===== src/rtl/lrupr_pkg.sv =====
package lrupr_pkg;

    // fixed field widths of the ports
    localparam int PAGE_W = 16;
    localparam int IDX_W  = 4;
    localparam int CNT_W  = 32;
    localparam int CFG_W  = 5;

    // frames_in_use after reset
    localparam logic [CFG_W-1:0] CFG_RESET = 5'd3;

    // sequencer states
    typedef enum logic [1:0] {
        ST_IDLE,
        ST_LOOK,
        ST_UPDATE
    } t_state;

    // control broadcast to every cell of the row
    typedef struct packed {
        logic update;   // apply the registered lookup result
        logic age_all;  // miss: age every valid frame
        logic clear;    // drop valid bits and ranks
    } t_cell_ctl;

endpackage


===== src/rtl/lrupr_cell.sv =====
module lrupr_cell #(
    parameter int FRAME_COUNT = 16,
    parameter int PAGE_BITS   = 16,
    parameter int RANK_W      = 4
) (
    input  logic                  i_clk,
    input  logic                  i_rst_n,
    input  lrupr_pkg::t_cell_ctl  i_ctl,
    input  logic                  i_active,
    input  logic                  i_prev_valid,
    input  logic [PAGE_BITS-1:0]  i_req_page,
    input  logic [RANK_W-1:0]     i_last_rank,
    input  logic [RANK_W-1:0]     i_limit,
    input  logic                  i_sel,
    output logic                  o_valid,
    output logic                  o_match,
    output logic                  o_empty_first,
    output logic                  o_lru,
    output logic [PAGE_BITS-1:0]  o_page,
    output logic [RANK_W-1:0]     o_rank
);

    localparam logic [RANK_W-1:0] RankMax = RANK_W'(FRAME_COUNT - 1);

    logic                 r_valid;
    logic                 n_valid;
    logic [RANK_W-1:0]    r_rank;
    logic [RANK_W-1:0]    n_rank;
    logic [PAGE_BITS-1:0] r_page;
    logic [PAGE_BITS-1:0] n_page;

    // lookup flags; the fill target is the first empty frame after a valid neighbor
    assign o_match       = i_active && r_valid && (r_page == i_req_page);
    assign o_empty_first = i_active && !r_valid && i_prev_valid;
    assign o_lru         = i_active && r_valid && (r_rank == i_last_rank);
    assign o_valid       = r_valid;
    assign o_page        = r_page;
    assign o_rank        = r_rank;

    // fill, touch and aging
    always_comb begin
        n_valid = r_valid;
        n_rank  = r_rank;
        n_page  = r_page;
        if (i_ctl.update) begin
            if (i_sel) begin
                n_page  = i_req_page;
                n_valid = 1'b1;
                n_rank  = '0;
            end else if (r_valid && (i_ctl.age_all || (r_rank < i_limit)) &&
                         (r_rank != RankMax)) begin
                n_rank = r_rank + 1'b1;
            end
        end
        if (i_ctl.clear) begin
            n_valid = 1'b0;
            n_rank  = '0;
        end
    end

    // valid and rank registers
    always_ff @(posedge i_clk) begin
        if (!i_rst_n) begin
            r_valid <= 1'b0;
            r_rank  <= '0;
        end else begin
            r_valid <= n_valid;
            r_rank  <= n_rank;
        end
    end

    // page register
    always_ff @(posedge i_clk) begin
        r_page <= n_page;
    end

endmodule


===== src/rtl/lrupr_chain.sv =====
module lrupr_chain #(
    parameter int FRAME_COUNT = 16,
    parameter int PAGE_BITS   = 16,
    parameter int RANK_W      = 4,
    parameter int IDX_W       = 4,
    parameter int N_W         = 5
) (
    input  logic                   i_clk,
    input  logic                   i_rst_n,
    input  lrupr_pkg::t_cell_ctl   i_ctl,
    input  logic [N_W-1:0]         i_active_count,
    input  logic [RANK_W-1:0]      i_last_rank,
    input  logic [PAGE_BITS-1:0]   i_req_page,
    input  logic [RANK_W-1:0]      i_limit,
    input  logic [FRAME_COUNT-1:0] i_sel,
    output logic                   o_hit,
    output logic                   o_evict,
    output logic [FRAME_COUNT-1:0] o_sel,
    output logic [IDX_W-1:0]       o_idx,
    output logic [RANK_W-1:0]      o_hit_rank,
    output logic [PAGE_BITS-1:0]   o_ev_page
);

    logic [FRAME_COUNT-1:0] valid;
    logic [FRAME_COUNT-1:0] prev_valid;
    logic [FRAME_COUNT-1:0] active;
    logic [FRAME_COUNT-1:0] match;
    logic [FRAME_COUNT-1:0] empty_first;
    logic [FRAME_COUNT-1:0] lru;
    logic [PAGE_BITS-1:0]   page [FRAME_COUNT];
    logic [RANK_W-1:0]      rank [FRAME_COUNT];
    logic                   any_empty;

    // row of cells
    for (genvar j = 0; j < FRAME_COUNT; j++) begin : g_cell
        assign active[j] = (32'(i_active_count) > j);

        // each cell sees the valid bit of its lower neighbor
        if (j == 0) begin : g_first
            assign prev_valid[j] = 1'b1;
        end else begin : g_next
            assign prev_valid[j] = valid[j-1];
        end

        lrupr_cell #(
            .FRAME_COUNT (FRAME_COUNT),
            .PAGE_BITS   (PAGE_BITS),
            .RANK_W      (RANK_W)
        ) u_cell (
            .i_clk         (i_clk),
            .i_rst_n       (i_rst_n),
            .i_ctl         (i_ctl),
            .i_active      (active[j]),
            .i_prev_valid  (prev_valid[j]),
            .i_req_page    (i_req_page),
            .i_last_rank   (i_last_rank),
            .i_limit       (i_limit),
            .i_sel         (i_sel[j]),
            .o_valid       (valid[j]),
            .o_match       (match[j]),
            .o_empty_first (empty_first[j]),
            .o_lru         (lru[j]),
            .o_page        (page[j]),
            .o_rank        (rank[j])
        );
    end

    // frame choice: resident page, else first empty frame, else oldest frame
    assign o_hit     = |match;
    assign any_empty = |empty_first;
    assign o_evict   = !o_hit && !any_empty;
    assign o_sel     = o_hit ? match : (any_empty ? empty_first : lru);

    // one-hot reductions of index, rank and evicted page
    always_comb begin
        o_idx      = '0;
        o_hit_rank = '0;
        o_ev_page  = '0;
        for (int j = 0; j < FRAME_COUNT; j++) begin
            if (o_sel[j]) begin
                o_idx = o_idx | IDX_W'(j);
            end
            if (match[j]) begin
                o_hit_rank = o_hit_rank | rank[j];
            end
            if (lru[j] && o_evict) begin
                o_ev_page = o_ev_page | page[j];
            end
        end
    end

endmodule


===== src/rtl/lru_page_replacement_top.sv =====
// LRU page replacement unit, a fully associative row of page frames.
// Request channel: i_in_valid with i_page and i_end_of_string; the item is
// taken at a clock edge where i_in_valid is high and o_in_stall is low.
// Result channel: o_out_valid with hit, frame index, evicted page and the
// running hit and miss totals; taken where o_out_valid is high and
// i_out_stall is low.
// Config channel: i_cfg_valid / o_cfg_ready with i_cfg_data writes
// frames_in_use; any write empties the table and clears both totals.
// Each item passes a lookup step, the match and victim search across the cell
// row, then an update step that writes the ranks and loads the output register;
// the next item is taken during the update step, not before it.
// An end-of-string item is answered normally, then table and totals clear.
// Reset (i_rst_n low, synchronous): frames_in_use is 3, all frames empty,
// totals zero, no result pending.
// While the receiver stalls, a finished result holds in the output register
// and the following item waits in the update step; no further request is taken.
module lru_page_replacement_top #(
    parameter int FRAME_COUNT = 16,
    parameter int PAGE_BITS   = 16
) (
    input  logic                           i_clk,
    input  logic                           i_rst_n,
    input  logic                           i_cfg_valid,
    output logic                           o_cfg_ready,
    input  logic [lrupr_pkg::CFG_W-1:0]    i_cfg_data,
    input  logic                           i_in_valid,
    output logic                           o_in_stall,
    input  logic [lrupr_pkg::PAGE_W-1:0]   i_page,
    input  logic                           i_end_of_string,
    output logic                           o_out_valid,
    input  logic                           i_out_stall,
    output logic                           o_hit,
    output logic [lrupr_pkg::IDX_W-1:0]    o_frame_index,
    output logic                           o_evicted_valid,
    output logic [lrupr_pkg::PAGE_W-1:0]   o_evicted_page,
    output logic [lrupr_pkg::CNT_W-1:0]    o_hit_total,
    output logic [lrupr_pkg::CNT_W-1:0]    o_miss_total
);

    localparam int RankW = (FRAME_COUNT > 1) ? $clog2(FRAME_COUNT) : 1;
    localparam int IdxW  = (FRAME_COUNT > 1) ? $clog2(FRAME_COUNT) : 1;
    localparam int NW    = $clog2(FRAME_COUNT + 1);
    localparam int CntW  = lrupr_pkg::CNT_W;

    lrupr_pkg::t_state    r_state;
    lrupr_pkg::t_state    n_state;
    lrupr_pkg::t_cell_ctl ctl;

    logic [lrupr_pkg::CFG_W-1:0] r_frames;
    logic [PAGE_BITS-1:0]        r_req_page;
    logic                        r_eos;
    logic [FRAME_COUNT-1:0]      r_sel;
    logic                        r_hit;
    logic                        r_evict;
    logic [IdxW-1:0]             r_idx;
    logic [RankW-1:0]            r_limit;
    logic [PAGE_BITS-1:0]        r_ev_page;
    logic [CntW-1:0]             r_hit_count;
    logic [CntW-1:0]             r_miss_count;
    logic [CntW-1:0]             n_hit_count;
    logic [CntW-1:0]             n_miss_count;

    logic                        r_out_valid;
    logic                        r_out_hit;
    logic [lrupr_pkg::IDX_W-1:0] r_out_idx;
    logic                        r_out_ev_valid;
    logic [lrupr_pkg::PAGE_W-1:0] r_out_ev_page;
    logic [CntW-1:0]             r_out_hit_total;
    logic [CntW-1:0]             r_out_miss_total;

    logic                        in_ready;
    logic                        in_accept;
    logic                        cfg_accept;
    logic                        out_free;
    logic                        look;
    logic                        do_update;
    logic [31:0]                 frames_ext;
    logic [31:0]                 active32;
    logic [31:0]                 last32;
    logic [31:0]                 page_ext;
    logic [31:0]                 ev_ext;
    logic [31:0]                 idx_ext;

    logic                        c_hit;
    logic                        c_evict;
    logic [FRAME_COUNT-1:0]      c_sel;
    logic [IdxW-1:0]             c_idx;
    logic [RankW-1:0]            c_hit_rank;
    logic [PAGE_BITS-1:0]        c_ev_page;

    // active frame count: zero acts as one, oversize acts as the full row
    always_comb begin
        frames_ext = 32'(r_frames);
        if (frames_ext == 32'd0) begin
            active32 = 32'd1;
        end else if (frames_ext > 32'(FRAME_COUNT)) begin
            active32 = 32'(FRAME_COUNT);
        end else begin
            active32 = frames_ext;
        end
        last32 = active32 - 32'd1;
    end

    // page width adaption on both sides
    assign page_ext = 32'(i_page);
    assign ev_ext   = 32'(r_ev_page);
    assign idx_ext  = 32'(r_idx);

    assign out_free   = !r_out_valid || !i_out_stall;
    assign in_accept  = i_in_valid && in_ready;
    assign cfg_accept = i_cfg_valid && o_cfg_ready;
    assign o_in_stall = !in_ready;

    // sequencer: take, look up, update
    always_comb begin
        n_state     = r_state;
        in_ready    = 1'b0;
        o_cfg_ready = 1'b0;
        look        = 1'b0;
        do_update   = 1'b0;
        case (r_state)
            lrupr_pkg::ST_IDLE: begin
                o_cfg_ready = 1'b1;
                in_ready    = !i_cfg_valid;
                if (i_in_valid && !i_cfg_valid) begin
                    n_state = lrupr_pkg::ST_LOOK;
                end
            end
            lrupr_pkg::ST_LOOK: begin
                look    = 1'b1;
                n_state = lrupr_pkg::ST_UPDATE;
            end
            lrupr_pkg::ST_UPDATE: begin
                if (out_free) begin
                    do_update = 1'b1;
                    in_ready  = 1'b1;
                    n_state   = i_in_valid ? lrupr_pkg::ST_LOOK : lrupr_pkg::ST_IDLE;
                end
            end
            default: begin
                n_state = lrupr_pkg::ST_IDLE;
            end
        endcase
    end

    // cell row control
    always_comb begin
        ctl.update  = do_update;
        ctl.age_all = !r_hit;
        ctl.clear   = cfg_accept || (do_update && r_eos);
    end

    lrupr_chain #(
        .FRAME_COUNT (FRAME_COUNT),
        .PAGE_BITS   (PAGE_BITS),
        .RANK_W      (RankW),
        .IDX_W       (IdxW),
        .N_W         (NW)
    ) u_chain (
        .i_clk          (i_clk),
        .i_rst_n        (i_rst_n),
        .i_ctl          (ctl),
        .i_active_count (active32[NW-1:0]),
        .i_last_rank    (last32[RankW-1:0]),
        .i_req_page     (r_req_page),
        .i_limit        (r_limit),
        .i_sel          (r_sel),
        .o_hit          (c_hit),
        .o_evict        (c_evict),
        .o_sel          (c_sel),
        .o_idx          (c_idx),
        .o_hit_rank     (c_hit_rank),
        .o_ev_page      (c_ev_page)
    );

    // saturating totals including this item
    always_comb begin
        n_hit_count  = r_hit_count;
        n_miss_count = r_miss_count;
        if (r_hit) begin
            if (r_hit_count != {CntW{1'b1}}) begin
                n_hit_count = r_hit_count + 1'b1;
            end
        end else begin
            if (r_miss_count != {CntW{1'b1}}) begin
                n_miss_count = r_miss_count + 1'b1;
            end
        end
    end

    // control registers
    always_ff @(posedge i_clk) begin
        if (!i_rst_n) begin
            r_state      <= lrupr_pkg::ST_IDLE;
            r_frames     <= lrupr_pkg::CFG_RESET;
            r_hit_count  <= '0;
            r_miss_count <= '0;
            r_out_valid  <= 1'b0;
        end else begin
            r_state <= n_state;
            if (cfg_accept) begin
                r_frames     <= i_cfg_data;
                r_hit_count  <= '0;
                r_miss_count <= '0;
            end else if (do_update) begin
                r_hit_count  <= r_eos ? '0 : n_hit_count;
                r_miss_count <= r_eos ? '0 : n_miss_count;
            end
            if (do_update) begin
                r_out_valid <= 1'b1;
            end else if (!i_out_stall) begin
                r_out_valid <= 1'b0;
            end
        end
    end

    // request, lookup result and output payload
    always_ff @(posedge i_clk) begin
        if (in_accept) begin
            r_req_page <= page_ext[PAGE_BITS-1:0];
            r_eos      <= i_end_of_string;
        end
        if (look) begin
            r_sel     <= c_sel;
            r_hit     <= c_hit;
            r_evict   <= c_evict;
            r_idx     <= c_idx;
            r_limit   <= c_hit_rank;
            r_ev_page <= c_ev_page;
        end
        if (do_update) begin
            r_out_hit        <= r_hit;
            r_out_idx        <= idx_ext[lrupr_pkg::IDX_W-1:0];
            r_out_ev_valid   <= r_evict;
            r_out_ev_page    <= ev_ext[lrupr_pkg::PAGE_W-1:0];
            r_out_hit_total  <= n_hit_count;
            r_out_miss_total <= n_miss_count;
        end
    end

    assign o_out_valid     = r_out_valid;
    assign o_hit           = r_out_hit;
    assign o_frame_index   = r_out_idx;
    assign o_evicted_valid = r_out_ev_valid;
    assign o_evicted_page  = r_out_ev_page;
    assign o_hit_total     = r_out_hit_total;
    assign o_miss_total    = r_out_miss_total;

endmodule


===== config.mk =====
export PLATFORM = sky130hd
export DESIGN_NAME = lru_page_replacement_top
export DESIGN_NICKNAME = d
export VERILOG_FILES = /design/src/rtl/lrupr_pkg.sv /design/src/rtl/lrupr_cell.sv /design/src/rtl/lrupr_chain.sv /design/src/rtl/lru_page_replacement_top.sv
export SDC_FILE = /design/constraint.sdc
export NUM_CORES = 1
export LEC_CHECK = 0
export BUFFER_PORTS_ARGS = -buffer_cell sky130_fd_sc_hd__buf_2
export CAP_MARGIN = 20
export CORE_ASPECT_RATIO = 1.1
export CORE_MARGIN = 2
export CORE_UTILIZATION = 62
export CTS_CLUSTER_DIAMETER = 100
export DETAILED_ROUTE_END_ITERATION = 16
export GPL_ROUTABILITY_DRIVEN = 0
export GPL_TIMING_DRIVEN = 0
export PLACE_DENSITY_LB_ADDON = 0.08
export SYNTH_ARGS = -nofsm -noshare
export SYNTH_HDL_FRONTEND = slang
export SYNTH_SLANG_ARGS = --single-unit

===== constraint.sdc =====
create_clock -name i_clk -period 5 [get_ports i_clk]
set_input_delay 0.25 -clock i_clk [delete_from_list [all_inputs] [get_ports i_clk]]
set_output_delay 0.25 -clock i_clk [all_outputs]
set_load 0.1 [all_outputs]

==> run metrics <==
status=finished, violations left; failing checks=setup timing; share of flip-flops with an asynchronous set or reset=0; Mapped Area=roughly 28,000 um2; Die X=approximately 210 um; peak per-stage delay on the critical path=0.88 ns; CTS tree=built; cell family with most CP delay=simple AND/OR/NAND/NOR gates; initial core utilization=0.630; critical path type=reg -> reg; Ys Warns=0; synth top area cells=edfxtp_1 (43%), dfxtp_1 (11%), xnor2_1 (6.9%); IO Port Bufs=between 100 and 150; GRT Total Usage=0.417; WHS Endpoint=r_req_page[14]; first-pass GRT wire length=143 mm; core area=about 45,000 um2; unrepaired setup endpoints after global routing=false; R2R depth=17; Post-DP Area=about 30,000 um2; die height=227 um; clk root buf=clkbuf_16; post-layout min period=approximately 5.1 ns; max frequency=a little under 200 MHz; top_reg_cell synth=edfxtp_1; CTS sink count=between 500 and 600; CP endpoint kind=flop; crit start category=flop; Net Count, Synth=around 2,600; fin area=~32,000 um2; critical path depth=17; share of layout cells above drive strength 1=0.126; initial antenna violation count=1; sequential cell area fraction in the yosys report=0.536; Mapped Avg Cell Area=around 11 um2; area leader, netlist=edfxtp_1; GRT Residual Overflow=0; WL final=99.8 mm; leakage=around 12 nW; R2R Setup Slk=-0.13 ns; Power Density=322 nW/um2; Max FO, Critical Path=11; largest net degree at the start of global routing=50; Slowest cell on crit path=nor4_4; setup ws final=-0.135 ns; final count of hold timing violations=0; via count=roughly 23,000; Final HPWL DP=between 60 and 70 mm; period utilization=1.03; setup repair bufs after CTS=0; overall power=around 10 mW; CTS Buf Count=55; most frequent CP cell=buf_6; r2r startpoint=r_frames[4]; number of synthesized flops with an enable pin=~400; HP Class=in -> reg; Hold Path Depth=2; DR vias/cell=between 6 and 7; cells after synthesis=2,456; DR pass1 iterations=8; DRC Markers=0; Least-Margin Pin Slew=about 1.3 ns; drt wl/cell=30.2 um; htree depth=2; top cell type's share of synthesized area=0.428; top-count cell post-synth=edfxtp_1; Worst Skew=between 0.02 and 0.03 ns; relative slew slack=0.131; drt first-iter violations=between 4,000 and 5,000; Clock Latency Late Sink=between 0.6 and 0.7 ns; CP arrival=between 5 and 6 ns; vias in the first global route=between 20,000 and 25,000; Final Core Density=0.721; Setup-failing EPs final=1; nets@finish=2,775; buffer and inverter count on the worst path=7; std cell rows=between 80 and 90; Netlist cell types=86; worst r2r dst=r_ev_page[9]; crit path cell chain=buf_6 > buf_6 > inv_1 > a2bb2oi_2 > buf_6 > buf_6 > inv_1 > ha_1 > nand3b_1 > o21ai_0 > nand3_1 > nor4_4 > buf_4 > a22oi_1 > nand3_1 > a21oi_1 > a21oi_1; Layout area overhead=14.4%; I/O pin cnt=roughly 120; clk buf depth=3; worst path required time=between 5 and 6 ns; final setup TNS=-0.135 ns; #FFs+latches synth=~550; Post-synth top cells=edfxtp_1 (401), xnor2_1 (222), nor2_1 (186); Worst-path clk slew=roughly 0.070 ns; worst hold start=i_page[14]; fin. max-slew vios=0; die area=47,100 um2; Hold Slack=around 0.32 ns; Max VDD drop=between 0.0003 and 0.0004 V; number of max-cap violations=0; Routed Antenna Nets=0
## logic make-up after synthesis
logic type / synth area share
flops: 0.536
xor+xnor: 0.125
mux: 0.00258
compound gates: 0.125
fa+ha+maj: 0.0311
simple gates: 0.150
buf+inv: 0.0300
## registers in the layout, indices dropped and copies added (netlist names), 2 cells and up
| register | count |
|---|---|
| o_evicted_page | 16 |
| o_frame_index | 4 |
| o_hit_total | 32 |
| o_miss_total | 32 |
| r_ev_page | 16 |
| r_frames | 5 |
| r_hit_count | 32 |
| r_idx | 4 |
| r_limit | 4 |
| r_miss_count | 32 |
| r_req_page | 16 |
| r_sel | 16 |
| r_state | 2 |
| u_chain.g_cell.u_cell.o_page | 256 |
| u_chain.g_cell.u_cell.o_rank | 64 |
| u_chain.g_cell.u_cell.o_valid | 16 |
## metrics by stage
step | std cells | worst slack [ns]
4_1_cts | 3304 | 0.161
2_1_floorplan | 2456 | 0.0544
3_3_place_gp | 3151 | -1.70
6_report | 3309 | -0.135
3_5_place_dp | 3169 | 0.184
5_1_grt | 3306 | 0.0248
## cell usage in the layout (no fill, tap or decap), drive strengths merged, types with 27 or more instances in the layout
| cell type | Yosys | final |
|---|---|---|
| nor3 | 60 | 60 |
| dlygate4sd3 | 0 | 31 |
| a21o | 46 | 46 |
| nor2 | 188 | 188 |
| ha | 70 | 70 |
| buf | 70 | 203 |
| a21oi | 102 | 102 |
| nand2 | 137 | 137 |
| xor2 | 173 | 173 |
| nand3 | 100 | 100 |
| dfxtp | 152 | 152 |
| inv | 37 | 39 |
| nor4 | 59 | 59 |
| and2 | 27 | 27 |
| edfxtp | 401 | 401 |
| nand4 | 69 | 69 |
| xnor2 | 223 | 223 |
| a22oi | 138 | 138 |
| o21ai | 82 | 82 |
| clkbuf | 47 | 114 |
## timing repair
action                                  CTS  global route
gates resized for setup                   0             0
hold buffers                             31             0
hold endpoints to repair                 25             0
endpoints found under the setup margin    0            11
## layout make-up
type	count	area, um2
diodes	3	7.51
plain buffers	117	704
clock buffers	66	1440
clock inverters	38	551
fillers	3099	12500
inverters	38	143
multi-input cells	1748	12200
flip-flops and latches	553	15100
well taps	581	727
repair buffers	165	1320
## layer usage
metal | GRT usage | up-vias | wire length [um]
met1 | 0.504 | 10800 | 33600
li1 | - | 9667 | -
met2 | 0.633 | 1946 | 43100
met3 | 0.126 | 575 | 13600
met4 | 0.318 | 2 | 9540
met5 | 0 | - | 13
## worst max path at each step
stage / from / endpoint
after floorplan: o_out_valid / r_miss_count[13]
after global placement: r_state[0] / r_miss_count[13]
after detailed placement: r_frames[4] / r_ev_page[5]
after CTS: r_frames[4] / r_ev_page[9]
after global routing: r_frames[4] / r_ev_page[9]
final: r_frames[4] / r_ev_page[9]
## power by group
group | internal, mW | total (mW) | leakage, nW | switching [mW]
clock network | 2.69 | 4.58 | 0.939 | 1.89
registers | 4.96 | 5.03 | 4.96 | 0.0631
logic | 0.232 | 0.782 | 5.90 | 0.550
Power figures use the tool's default switching activity.
